`config.mk`:
```
export PLATFORM = sky130hd
export DESIGN_NAME = osdtcw_ram
export DESIGN_NICKNAME = d
export VERILOG_FILES = /design/src/design/assert_macros.svh /design/src/design/osdtcw_ram.sv
export SDC_FILE = /design/constraint.sdc
export NUM_CORES = 2
export LEC_CHECK = 0
export BUFFER_PORTS_ARGS = -buffer_cell sky130_fd_sc_hd__buf_2
export CAP_MARGIN = 20
export CORE_MARGIN = 4
export CORE_UTILIZATION = 30
export DETAILED_ROUTE_END_ITERATION = 6
export GPL_TIMING_DRIVEN = 0
export PLACE_DENSITY = 0.5
export SLEW_MARGIN = 15
export SYNTH_ARGS = -nofsm -noshare
export SYNTH_HDL_FRONTEND = slang
export SYNTH_SLANG_ARGS = --single-unit
```
`constraint.sdc`:
```
create_clock -name clk -period 5.49 [get_ports clk]
set_clock_uncertainty 0.1 [all_clocks]
set_input_delay 0.8235 -clock clk [delete_from_list [all_inputs] [get_ports clk]]
set_output_delay 0.8235 -clock clk [all_outputs]
set_load 0.005 [all_outputs]
```
`src/design/assert_macros.svh`:
```
// Assertion helpers included by the cell writer unit.
`ifndef ASSERT_MACROS_SVH
`define ASSERT_MACROS_SVH

// Checked on every rising edge outside reset.
`define OSDTCW_ASSERT(label, prop, msg) \
    label: assert property (@(posedge clk) disable iff (!rst_n) (prop)) else $error(msg);

// Checked on every rising edge, reset included.
`define OSDTCW_ASSERT_ALWAYS(label, prop, msg) \
    label: assert property (@(posedge clk) (prop)) else $error(msg);

`endif

```
`src/design/osdtcw_ram.sv`:
```
module osdtcw_ram #(
    parameter int WIDTH = 8,
    parameter int DEPTH = 512
) (
    input  logic                     clk,
    input  logic                     we,
    input  logic [$clog2(DEPTH)-1:0] waddr,
    input  logic [WIDTH-1:0]         wdata,
    input  logic [$clog2(DEPTH)-1:0] raddr,
    output logic [WIDTH-1:0]         rdata
);

    logic [WIDTH-1:0] mem [DEPTH];

    always_ff @(posedge clk)
    begin
        if (we)
        begin
            mem[waddr] <= wdata;
        end
        rdata <= mem[raddr];
    end

endmodule

```
* Yosys cells after proc, flatten, opt, wreduce, memory -nomap -nowiden
Memories as Yosys holds them, arrays and structs flattened. A register that Yosys moved wholly into a read port is not among the register bits. Cells that the tools add are included.
Word-level totals: input port bits 28, output and inout bits 8, flip-flop bits (word level) 0, memory bits (writable) 4096, memories kept 1
Memory list:
- mem | words 512, bits a word 8, read ports 1, clocked after Yosys merged registers in 1, write ports 1, line osdtcw_ram.sv:13 | logic [WIDTH-1:0] mem [DEPTH];
Operators by class: multiplexer cells 2
Operator list (count):
- 2-to-1 mux 1 bit | 2

* Logic depth before layout (Yosys ltp)
depth in word-level cells 2, depth in mapped cells 12, mapped depth without buffers 7

* Worst setup path after synthesis
Ideal clock, no wire load.
kind input -> register, start input port raddr[0], end register rdata[0] (read register of mem), setup slack 2.595 ns, library setup time 0.118 ns, arrival time 2.678 ns, stages on the path 10, cell sequence buf_4 buf_12 buf_12 buf_2 mux4_2 o21ai_0 nand3_1 nand4_1 o21ai_0 o2111a_1
RTL lines:
- from (decl) | line osdtcw_ram.sv:9 | input logic [$clog2(DEPTH)-1:0] raddr,
- to (decl) | line osdtcw_ram.sv:10 | output logic [WIDTH-1:0] rdata

==> out/metrics.cfg <==
[global_route]
grtUsageMet3_pct = 6.45
grt_util_met1_pct = 29.8
grt-busiest-layer = met2
antenna_found_initial = 95
grt_pass1_vias = 86800
grt_use_total_pct = 23.2
grt_pass1_wl_mm = 837
grt_use_met2_pct = 35.6
grt_max_degree = 150
overflow = 0

[finish]
final_area_sq_um = 186000
drive_gt1_share_pct = 20.4
nFillCells = 49300
nNetsFinal = 8680
area_growth_pct = 16.5
final_cells = 16100
fin_util_pct = 35.2

[floorplan]
dieArea_sq_um = 545000
fp.dieW_um = 738
dieHeight_um = 738
fp-row-count = 267
core_area_sq_um = 530000
start_util_pct = 30.2
boundaryPins = 36

[clock_network]
cts_root_buf = clkbuf_16
cts_buffer_depth = 4
clk_pin_slew_ns = 0.06
cts_tree = built
clkLatencyLatePin_ns = 1.06
cts_hold_buf = 0
htree_levels = 5
cts_setup_buffers = 0
post_cts_resized = 0
numClockSinks = 4104
cts-buffers-inserted = 431

[setup_path]
cp.required_ns = 6.31
worstPathArrival_ns = 6.32
max_stage_delay_ns = 0.93
crit_top_cell = buf_2
cp_max_fo = 10
start_kind = primary input
critPathKind = primary input to flop
slowest_stage = nor3_1
crit_path_end_kind = flop
path_cells = buf_2, buf_2, buf_2, clkbuf_2, clkbuf_2, a21oi_1, o21ai_0, o211ai_1, nor3_1, o2111a_1

[yosys]
ys_async_sr_fraction_pct = 0
syn_inst = 8030
syn_avg_cell_area_sq_um = 19.9
yosys_warnings = 0
syn_nets = 8058
yosysSeqAreaShare_pct = 77.0
synth_largest_area_cell = edfxtp_1
yosysTopAreaCellShare_pct = 76.9
ys_ff_latch = 4104
synthTopCellsByArea = edfxtp_1, mux4_2, mux2i_1
synth_edf_count = 4096
ys_types = 51
synth_area_sq_um = 160000
synth-main-ff-cell = edfxtp_1

[detailed_routing]
vias = 91600
totalWireLength_mm = 649
route.detailed.drc = 6
vias_per_cell = 5.71
routedWlPerCell_um = 40.4
firstDrtPassIters = 7
drtIter0Drc = 14700
postRouteAntennaNets = 0

[timing]
grt_setup_unrepaired = no
hold_violations = 0
tns_ns = -0.00352
fin_crit_sh_pct = 100
hold_slack_ns = 0.0631
slew_violations = 0
tightest_slew_ns = 1.38
finalWorstPathRequiredPeriod_ns = 5.49
timing.fmax_mhz = 182
setup_ws_ns = -0.00352
report.final.setup_viol = 1
slew_headroom_pct = 7.38

[place]
hpwlAfterDp_mm = 467
gp_congestion = 0.958
postPlaceCellArea_sq_um = 172000
io_buffers = 31
dp.cells = 15200

[status]
violations = DRC, setup timing
status = finished with violations

[run]
drv_cap = 0

[pwr]
power_density_nw_per_um2 = 363
peakVddDrop_uv = 270
p_leak_nw = 58.4

[worst_hold_path]
hold_class = primary input to flop

[per-stage QoR]
| stage | setup slack (ns) | total power [W] |
|---|---|---|
| 2_1_floorplan | 2.59 | 0.0368 |
| 3_3_place_gp | -5.00 | 0.0396 |
| 3_5_place_dp | -0.813 | 0.0396 |
| 4_1_cts | 0.278 | 0.0677 |
| 5_1_grt | 0.431 | 0.0692 |
| 6_report | -0.00352 | 0.0677 |
[report_power, final]
group          internal, W  switching [W]
registers           0.0345      0.0000114
clock network       0.0160         0.0127
logic              0.00119        0.00331
total               0.0517         0.0160
[worst paths after layout]
check                         from                     to  slack, ns  cells past startpoint
min                       wdata[3]  mem[437][3]$_DFFE_PP_       0.06                      1
max                       raddr[2]       rdata[1]$_DFF_P_     -0.004                     10
max reg2reg  mem[168][6]$_DFFE_PP_       rdata[6]$_DFF_P_       1.60                      7
min reg2reg  mem[155][2]$_DFFE_PP_       rdata[2]$_DFF_P_       1.21                      4
[metal layers]
layer / up-vias / routed length (um) / share of wire, %
met5: - / 581 / 0.090
met4: 28 / 41800 / 6.4
met3: 1242 / 72500 / 11
met2: 6320 / 291000 / 45
met1: 49200 / 244000 / 38
li1: 34800 / - / -
[Yosys cell counts, drive strengths merged, types with 2 or more instances]
cell type,n
o21ai,119
nor2,597
a22oi,61
or3,6
nor4,36
o311ai,6
nand2b,4
and3b,4
o211ai,2
dfxtp,8
edfxtp,4096
o41ai,7
mux4,654
a211oi,17
nor3b,8
a31oi,2
a21oi,194
o22ai,163
o2111a,8
and2,20
nand4,32
inv,3
and3,4
nor3,109
a2111oi,3
o31ai,13
mux2i,797
nand2,111
buf,248
nand3,36
clkbuf,265
a22o,5
o221ai,372
o22a,3
a211o,2
or2,5
nor2b,6
[registers in the layout (all words and copies together) (netlist names)]
| signal | cells |
|---|---|
| rdata | 8 |
| mem | 4096 |
[cell type report]
| type | count | area (sq um) | area share, % |
|---|---|---|---|
| clock buffer | 527 | 11200 | 6.02 |
| inverter | 3 | 11.3 | 0.00604 |
| sequential | 4104 | 123000 | 66.1 |
| buffer | 513 | 3180 | 1.70 |
| timing repair buffer | 189 | 3520 | 1.89 |
| antenna | 50 | 125 | 0.0672 |
| clock inverter | 262 | 2450 | 1.32 |
| multi-input combinational | 3410 | 33900 | 18.2 |
| tap | 6994 | 8750 | 4.70 |
[cells by family after synthesis]
group / after synthesis / share of synthesized area, %
AO/OA/AOI/OAI: 979 / 4.31
buffers and inverters: 516 / 1.85
flip-flops: 4104 / 77.0
multiplexers: 1451 / 14.2
AND/OR/NAND/NOR: 980 / 2.63
[critical path: cells and delay by family]
family,cells,cell delay [ns]
AO/OA/AOI/OAI,4,1.51
AND/OR/NAND/NOR,1,0.93
buffers and inverters,5,2.94
[cell usage in the layout (no fill, tap or decap), drive strengths merged, types with 13 or more instances in the layout]
cell type  netlist  final
a211oi          17     17
a21oi          194    194
a22oi           61     61
and2            20     20
buf            248    436
bufinv           0     30
clkbuf         265    793
clkinv           0    206
clkinvlp         0     14
diode            0     50
edfxtp        4096   4096
inv              3     15
mux2i          797    797
mux4           654    654
nand2          111    111
nand3           36     36
nand4           32     32
nor2           597    597
nor3           109    109
nor4            36     36
o21ai          119    119
o221ai         372    372
o22ai          163    163
o31ai           13     13
Note: power is estimated with default switching activity, not from simulation.
